## src/design/assert_macros.svh

```systemverilog
// Assertion macros for the edit distance design files.
`ifndef ASSERT_MACROS_SVH
`define ASSERT_MACROS_SVH

// Same-cycle implication, disabled during reset.
`define ASSERT_IMPLIES(label, ante, cons, msg) \
  label: assert property (@(posedge clk) disable iff (rst) (ante) |-> (cons)) \
    else $error(msg);

// Next-cycle implication, disabled during reset.
`define ASSERT_NEXT(label, ante, cons, msg) \
  label: assert property (@(posedge clk) disable iff (rst) (ante) |=> (cons)) \
    else $error(msg);

`endif

```

## src/design/levd_pkg.sv

```systemverilog
// Types, constants and helpers of the edit distance core.
package levd_pkg;

  localparam int MAX_LEN  = 64;
  localparam int LEN_W    = $clog2(MAX_LEN + 1);
  localparam int COL_W    = LEN_W;
  localparam int SYM_W    = 8;
  localparam int DIST_W   = 7;
  localparam int DIST_MAX = 127;

  localparam logic CMD_FIRST  = 1'b0;
  localparam logic CMD_SECOND = 1'b1;

  typedef struct packed {
    logic             command;
    logic [SYM_W-1:0] symbol;
    logic             is_last;
    logic             is_empty;
  } item_t;

  typedef struct packed {
    logic [DIST_W-1:0] distance;
    logic              overflow;
  } result_t;

  // One step of the wavefront travelling along the cell row.
  typedef struct packed {
    logic             valid;
    logic [SYM_W-1:0] ch;
    logic [COL_W-1:0] left;
    logic [COL_W-1:0] diag;
  } wave_t;

  // Broadcast controls from the sequencer to every cell.
  typedef struct packed {
    logic             flush;
    logic             load;
    logic [LEN_W-1:0] load_rank;
    logic [SYM_W-1:0] load_sym;
    logic             init;
    logic [LEN_W-1:0] init_len;
  } cell_ctrl_t;

  function automatic logic [COL_W-1:0] min3(input logic [COL_W-1:0] a,
                                            input logic [COL_W-1:0] b,
                                            input logic [COL_W-1:0] c);
    logic [COL_W-1:0] m;
    m = (a < b) ? a : b;
    return (m < c) ? m : c;
  endfunction

  function automatic logic [DIST_W-1:0] saturate_dist(input logic [COL_W-1:0] v);
    if (int'(v) > DIST_MAX) begin
      return DIST_W'(DIST_MAX);
    end
    return DIST_W'(v);
  endfunction

endpackage

```

## src/design/levd_cell.sv

```systemverilog
// One cell of the row: a first-string character and one column entry.
module levd_cell (
  input  logic                           clk,
  input  logic                           rst,
  input  logic [levd_pkg::LEN_W-1:0]     rank,
  input  levd_pkg::cell_ctrl_t           ctrl,
  input  levd_pkg::wave_t                wave_in,
  output levd_pkg::wave_t                wave_out
);

  logic [levd_pkg::SYM_W-1:0] sym;
  logic                       active;
  logic [levd_pkg::COL_W-1:0] val;
  logic [levd_pkg::COL_W-1:0] val_next;
  logic [levd_pkg::COL_W-1:0] init_val;
  logic                       hit;

  logic                       out_valid;
  logic [levd_pkg::SYM_W-1:0] out_ch;
  logic [levd_pkg::COL_W-1:0] out_left;
  logic [levd_pkg::COL_W-1:0] out_diag;

  assign hit      = ctrl.load && (ctrl.load_rank == rank);
  assign init_val = (rank <= ctrl.init_len) ? rank : ctrl.init_len;

  // Past the end of the first string, pass the left value straight on.
  always_comb begin
    if (!active) begin
      val_next = wave_in.left;
    end else if (sym == wave_in.ch) begin
      val_next = wave_in.diag;
    end else begin
      val_next = levd_pkg::min3(val, wave_in.left, wave_in.diag) + levd_pkg::COL_W'(1);
    end
  end

  always_ff @(posedge clk) begin
    if (rst) begin
      active    <= 1'b0;
      out_valid <= 1'b0;
    end else begin
      if (hit) begin
        active <= 1'b1;
      end else if (ctrl.flush) begin
        active <= 1'b0;
      end
      out_valid <= wave_in.valid && !ctrl.flush && !ctrl.init;
    end
  end

  always_ff @(posedge clk) begin
    if (hit) begin
      sym <= ctrl.load_sym;
    end
    if (ctrl.init) begin
      val <= init_val;
    end else if (wave_in.valid) begin
      val <= val_next;
    end
    out_ch   <= wave_in.ch;
    out_left <= val_next;
    out_diag <= val;
  end

  assign wave_out = '{valid: out_valid, ch: out_ch, left: out_left, diag: out_diag};

endmodule
```

## config.mk

```make
export PLATFORM = sky130hd
export DESIGN_NAME = levd_cell
export DESIGN_NICKNAME = d
export VERILOG_FILES = /design/src/design/assert_macros.svh /design/src/design/levd_pkg.sv /design/src/design/levd_cell.sv
export SDC_FILE = /design/constraint.sdc
export NUM_CORES = 1
export LEC_CHECK = 0
export BUFFER_PORTS_ARGS = -buffer_cell sky130_fd_sc_hd__clkbuf_2
export CORE_UTILIZATION = 40
export CTS_CLUSTER_DIAMETER = 50
export CTS_CLUSTER_SIZE = 28
export DETAILED_ROUTE_END_ITERATION = 16
export PLACE_DENSITY = 0.62
export SETUP_SLACK_MARGIN = 0.2
export SYNTH_ARGS = -nofsm -noshare
export SYNTH_HDL_FRONTEND = slang
export SYNTH_SLANG_ARGS = --single-unit
export TNS_END_PERCENT = 100
```

## constraint.sdc

```tcl
create_clock -name clk -period 6 [get_ports clk]
set_input_delay 0.3 -clock clk [delete_from_list [all_inputs] [get_ports clk]]
set_output_delay 0.3 -clock clk [all_outputs]
set_load 0.01 [all_outputs]
```

### After elaboration in Yosys (flattened, before gate mapping)

Index checks and enable logic that the tools add are counted.

* ROM bits: 0
* latch bits: 0
* memory bits (writable): 0
* memories: 0
* bits in registers: 39

* mux-type cells: 9
* eq/ne operators: 2
* $mul: 0
* bitwise gates (word level): 0
* shifts and indexed selects: 0
* add/subtract/negate cells: 1
* $lt $le $gt $ge: 3
* reduce and logical (&&, ||, !) cells: 7
* divide/modulo/power cells: 0

Operator list (number)
* $mux W7: 7
* $lt A7 B7 Y1: 2
* $eq A8 B8 Y1: 1
* $add A7 B1 Y7 const B: 1
* $eq A7 B7 Y1: 1
* $le A7 B7 Y1: 1
* $reduce_bool A2 Y1: 2
* $logic_and A1 B1 Y1: 3
* $logic_not A1 Y1: 2
* $mux W1: 2

### Depth between registers and ports, before layout

* depth in word-level cells: 9
* mapped depth: 25
* depth with buffers taken out: 22

### Worst setup path before layout

OpenSTA, ideal clock, no wires.

* path kind: reg-to-reg
* start point: register val[2] (netlist name)
* end point: register val[6] (netlist name), data pin
* library setup time: 0.260 ns
* period minus slack after synthesis: 4.910 ns
* required time: 5.740 ns
* path slack: 1.090 ns
* arrival time: 4.650 ns
* cell stages (with the launch flop): 21
* path buffers: 2
* cell sequence: edfxtp_1 > ha_1 > a21oi_1 > o21ai_2 > a21oi_4 > mux2_2 > ha_1 > a21oi_1 > o21ai_1 > nand4b_1 > o211ai_4 > buf_4 > mux2_2 > ha_1 > clkbuf_1 > and3_1 > and3_1 > o21ai_0 > nand2_1 > a31o_2 > mux2_2

* cells in the longest elaborated chain, start to end: 9

Ends and longest elaborated chain
* from (decl): line levd_cell.sv:13 `logic [levd_pkg::COL_W-1:0] val;`
* from (signal assigned): line levd_cell.sv:56 `val <= init_val;`
* from (signal assigned): line levd_cell.sv:58 `val <= val_next;`
* $lt A7 B7 Y1: line levd_pkg.sv:48 `m = (a < b) ? a : b;`
* $mux W7 (*): line levd_pkg.sv:48
* $lt A7 B7 Y1: line levd_pkg.sv:49 `return (m < c) ? m : c;`
* $mux W7 (*): line levd_pkg.sv:49
* $add A7 B1 Y7 (*): line levd_cell.sv:33 `val_next = levd_pkg::min3(val, wave_in.left, wave_in.diag) + levd_pkg::COL_W'(1);`
* $mux W7 (*): line levd_cell.sv:30 `end else if (sym == wave_in.ch) begin`
* $mux W7 (*): line levd_cell.sv:28 `if (!active) begin`
* via val_next (one bit): line levd_cell.sv:14 `logic [levd_pkg::COL_W-1:0] val_next;`
* $mux W7 (*): line levd_cell.sv:57 `end else if (wave_in.valid) begin`
* $mux W7 (*): line levd_cell.sv:55 `if (ctrl.init) begin`

Mark *: on every way through the listed nets, which the timed path passes. The rest lies on a longest branch. The select of a mux whose other input is x is not followed.
A chain may end at the register's enable or synchronous reset.

### Final worst setup path

* start point: register val[5] (netlist name)
* end point: register val[6] (netlist name), data pin

Same word-level chain as after synthesis.

==> impl_summary.md <==
Pwr
IR analysis of the VDD net gives a maximum drop of 0.0934 mV. Of the total power, the clock network draws 23.8%. The net load switching power is 252 µW. The fraction of power consumed by combinational cells is 35.3%. In this run the static leakage power is 0.00144 µW.

The switching share of total power is 33.9%. The total internal power is 492 µW. Sequential cells account for 40.9% of the total power. The total power per unit cell area is 244 nW/µm².

Route
Dividing the detail-routed wire length by the instance count gives 14.6 µm. For this block, the routed nets add up to 6120 µm of wire. After detailed routing, the number of remaining DRC violations is 0. After the first detailed-routing iteration, the DRC count stood at 164. After detailed routing, the number of vias per cell comes to 5.20. The via total after detailed routing is 2186. The count of nets left with antenna violations once routing finished came out at 0. For this run, the detailed router's first-pass iteration total came to 4.

STA
The maximum operating frequency is 189 MHz. The number of setup violations in the final report is 0. The tightest slew margin relative to the limit is 49.5%.

The total count of hold-check failures in the final report is 0. The number of max-slew violations in the final report is 0. Summed over all failing endpoints, the final setup total negative slack is 0 ns. Setup repair after global routing left no endpoint under its margin.

The final clock period utilization by the worst path is 88.0%. The shortest period the worst path allows is 5.28 ns. The clock arrives with 0.00589 ns of skew.

The measured slew at the worst slew-check pin is 0.755 ns. The worst hold margin is 0.129 ns.

Synthesis
The part of the Yosys area used for sequential elements is 37.8%. Counting flops with a built-in enable in the synthesized netlist gives 15. The Yosys warning count is 0.

dfxtp_1 takes more of the synthesized area than any other cell. Counting distinct cell types in the post-synthesis netlist gives 51. In this run, synthesis produced a sequential element count of 39.

After synthesis, the cell types taking the most area are dfxtp_1, edfxtp_1, ha_1, mux2_2, mux2i_1. The flip-flop cell with the highest count after synthesis is dfxtp_1. After synthesis, the largest area contributor takes up 19.5% of total cell area.

The mean instance size in the synthesized netlist is 9.47 µm². Summing every instance area after synthesis gives 2460 µm². The post-synthesis net count is 337. The async set-reset flop share out of synthesis is 0%. Synthesis produced 260 cells.

Setup path
The start-to-end type of the worst setup path is reg2reg. The first element of the critical path is val[5]. The worst register-to-register path ends at val[6]. The worst path arrival time is 5.33 ns. The startpoint class of the critical path is a flip-flop. The number of cells on the worst reg-to-reg path is 19. The critical path ends at val[6]. The startpoint identified for the worst register-to-register timing path is val[5].

The setup check on the worst reg-to-reg path leaves a slack of 0.72 ns. For the worst setup path, the data required time is 6.05 ns. The largest fanout on the critical path is 17. The endpoint class of the critical path is a flip-flop.

Global routing
The via count of the first global-routing pass was 2053. The largest net degree at the start of global routing is 19. Global routing used 20.1% of the available tracks across all layers. The first global-routing pass estimated 9750 µm of wire.

The number of antenna violations at the first check in global routing is 0. The leftover overflow at the end of global routing is 0.

Clock tree
The clock latency on the worst-skew pair is 0.29 ns. The clock drives 39 sinks. Clock tree synthesis inserted a total of 5 buffers. The depth of the CTS H-tree is 2. The root buffer selected by CTS is clkbuf_8.

The CTS clock-pin slew for the worst setup and hold paths is 0.08 ns. Hold repair after CTS inserted 0 buffers. TritonCTS built the clock tree. The number of buffers between clock root and the deepest sink is 2.

Final layout
With fillers left out, the area of the finished cells amounts to 3040 µm². The combined flip-flop and latch cell area is 931 µm². Leaving out fill and tap cells, the most frequent cell in the layout is clkbuf_2.

The layout net count is 421. The multi-input combinational cells in the finished layout cover a total of 1400 µm². The count of inserted antenna diode cells is 0. The number of fillers in the final layout is 576. In the layout the commonest cells are clkbuf_2, dfxtp_1, inv_1. In the final layout, the share of cells above drive strength 1 is 33.0%. The area growth from synthesis to layout is 23.5%.

Place
The count of input and output buffers is 79. The post-placement cell area is 2910 µm². The total half-perimeter wirelength after legalization and detailed placement is 4900 µm.

At the end of routability-driven placement, the weighted congestion stood at 0.911.

Floorplanning
The effective utilization at floorplan is 41.6%. From bottom edge to top edge, the die measures 80.5 µm. The full die area is 6470 µm². The floorplan step set the die width to 80.5 µm. The standard-cell row count is 28. In this run the standard cell core region covers 5920 µm². The boundary pin count is 80.

Min path
The class of the tightest hold or removal check is in2reg.

Run
Across the run, the number of max-cap violations was 0.

Status
The run finished with clean final reports.
==> sequential cells by signal, summed over array words and instances (netlist names) <==
name,cells
val,7
out_ch,8
out_valid,1
out_diag,7
sym,8
out_left,7
active,1
==> area by class of cell <==
| class | instances | area share [%] |
|---|---|---|
| multi-input cells | 190 | 46.2 |
| flip-flops and latches | 39 | 30.6 |
| clock inverters | 3 | 0.576 |
| well taps | 75 | 3.09 |
| repair buffers | 85 | 14.5 |
| clock buffers | 5 | 2.26 |
| inverters | 23 | 2.84 |
==> how the worst min path moves through the flow <==
stage	startpoint	to	slack, ns	cells past startpoint
after floorplan	wave_in[14]	out_ch[0]	0.33	0
after global placement	val[4]	out_diag[4]	0.42	0
after detailed placement	val[4]	out_diag[4]	0.43	0
after CTS	wave_in[19]	out_ch[5]	0.12	1
after global routing	wave_in[19]	out_ch[5]	0.11	1
final	wave_in[21]	out_ch[7]	0.13	1
==> logic make-up (layout without fill, tap and decap cells) <==
logic type	count (synthesis)	after routing	share of synthesized area, %
AOI/OAI and AO/OA	51	51	14.7
xor gates and xnor gates	17	17	6.05
adders and majority gates	20	20	10.2
buffers and inverters	31	116	5.18
DFF	39	39	37.8
muxes	23	23	10.0
and+or+nand+nor	79	79	16.1
==> repair_timing <==
| action | 4_1_cts | 5_1_grt |
|---|---|---|
| gates resized for setup | 0 | 0 |
| setup endpoints to repair | 0 | 1 |
| buffers inserted | 0 | 6 |
==> through the flow <==
step / utilization [%] / worst slack, ns / total power, µW / instances
2_1_floorplan: - / 1.09 / 486 / 260
3_3_place_gp: 49.2 / 0.662 / 554 / 406
3_5_place_dp: 49.2 / 0.603 / 556 / 406
4_1_cts: 50.6 / 0.543 / 736 / 414
5_1_grt: 51.4 / 0.418 / 793 / 420
6_report: 51.4 / 0.719 / 743 / 420
==> metal layers <==
metal  share of wire [%]  vias to the layer above  global-route usage [%]
met5                   0                        -                       0
met4                 1.3                        0                    6.07
met3                 7.2                        7                    4.20
met2                  47                       78                    32.9
met1                  45                      998                    26.4
li1                    -                     1103                       -
==> power groups by stage <==
stage | combinational, µW | clock, µW | sequential [µW]
after floorplan | 174 | 0 | 312
after global placement | 245 | 0 | 310
after detailed placement | 246 | 0 | 310
after CTS | 248 | 184 | 304
after global routing | 292 | 195 | 306
final | 262 | 177 | 304
==> critical path, stage by stage (launching register included) <==
cell and delay (ns):
edfxtp_1 0.50, ha_1 0.33, nand2_1 0.06, o21ai_1 0.30
a21oi_4 0.10, buf_4 0.19, o21ai_0 0.35, ha_1 0.33
a21oi_1 0.26, nand3b_1 0.12, a2111o_1 0.40, o211ai_4 0.25
mux2_2 0.40, ha_1 0.29, and3_1 0.25, and3_1 0.20
o21ai_0 0.14, nand2_1 0.07, a31o_2 0.25, mux2_2 0.25
==> Yosys cell counts (2+ instances only) <==
cell,n
a211o_1,2
a21oi_1,13
a31oi_1,3
and3_1,3
buf_4,3
clkbuf_1,5
dfxtp_1,24
edfxtp_1,15
ha_1,20
inv_1,23
mux2_2,13
mux2i_1,10
nand2_1,20
nand3_1,6
nand4_1,8
nor2_1,22
nor3_1,5
nor4_1,2
nor4b_1,3
o21a_1,4
o21ai_0,10
o21ai_1,2
xnor2_1,9
xor2_1,8
No activity file was read; power rests on OpenSTA's default activity.
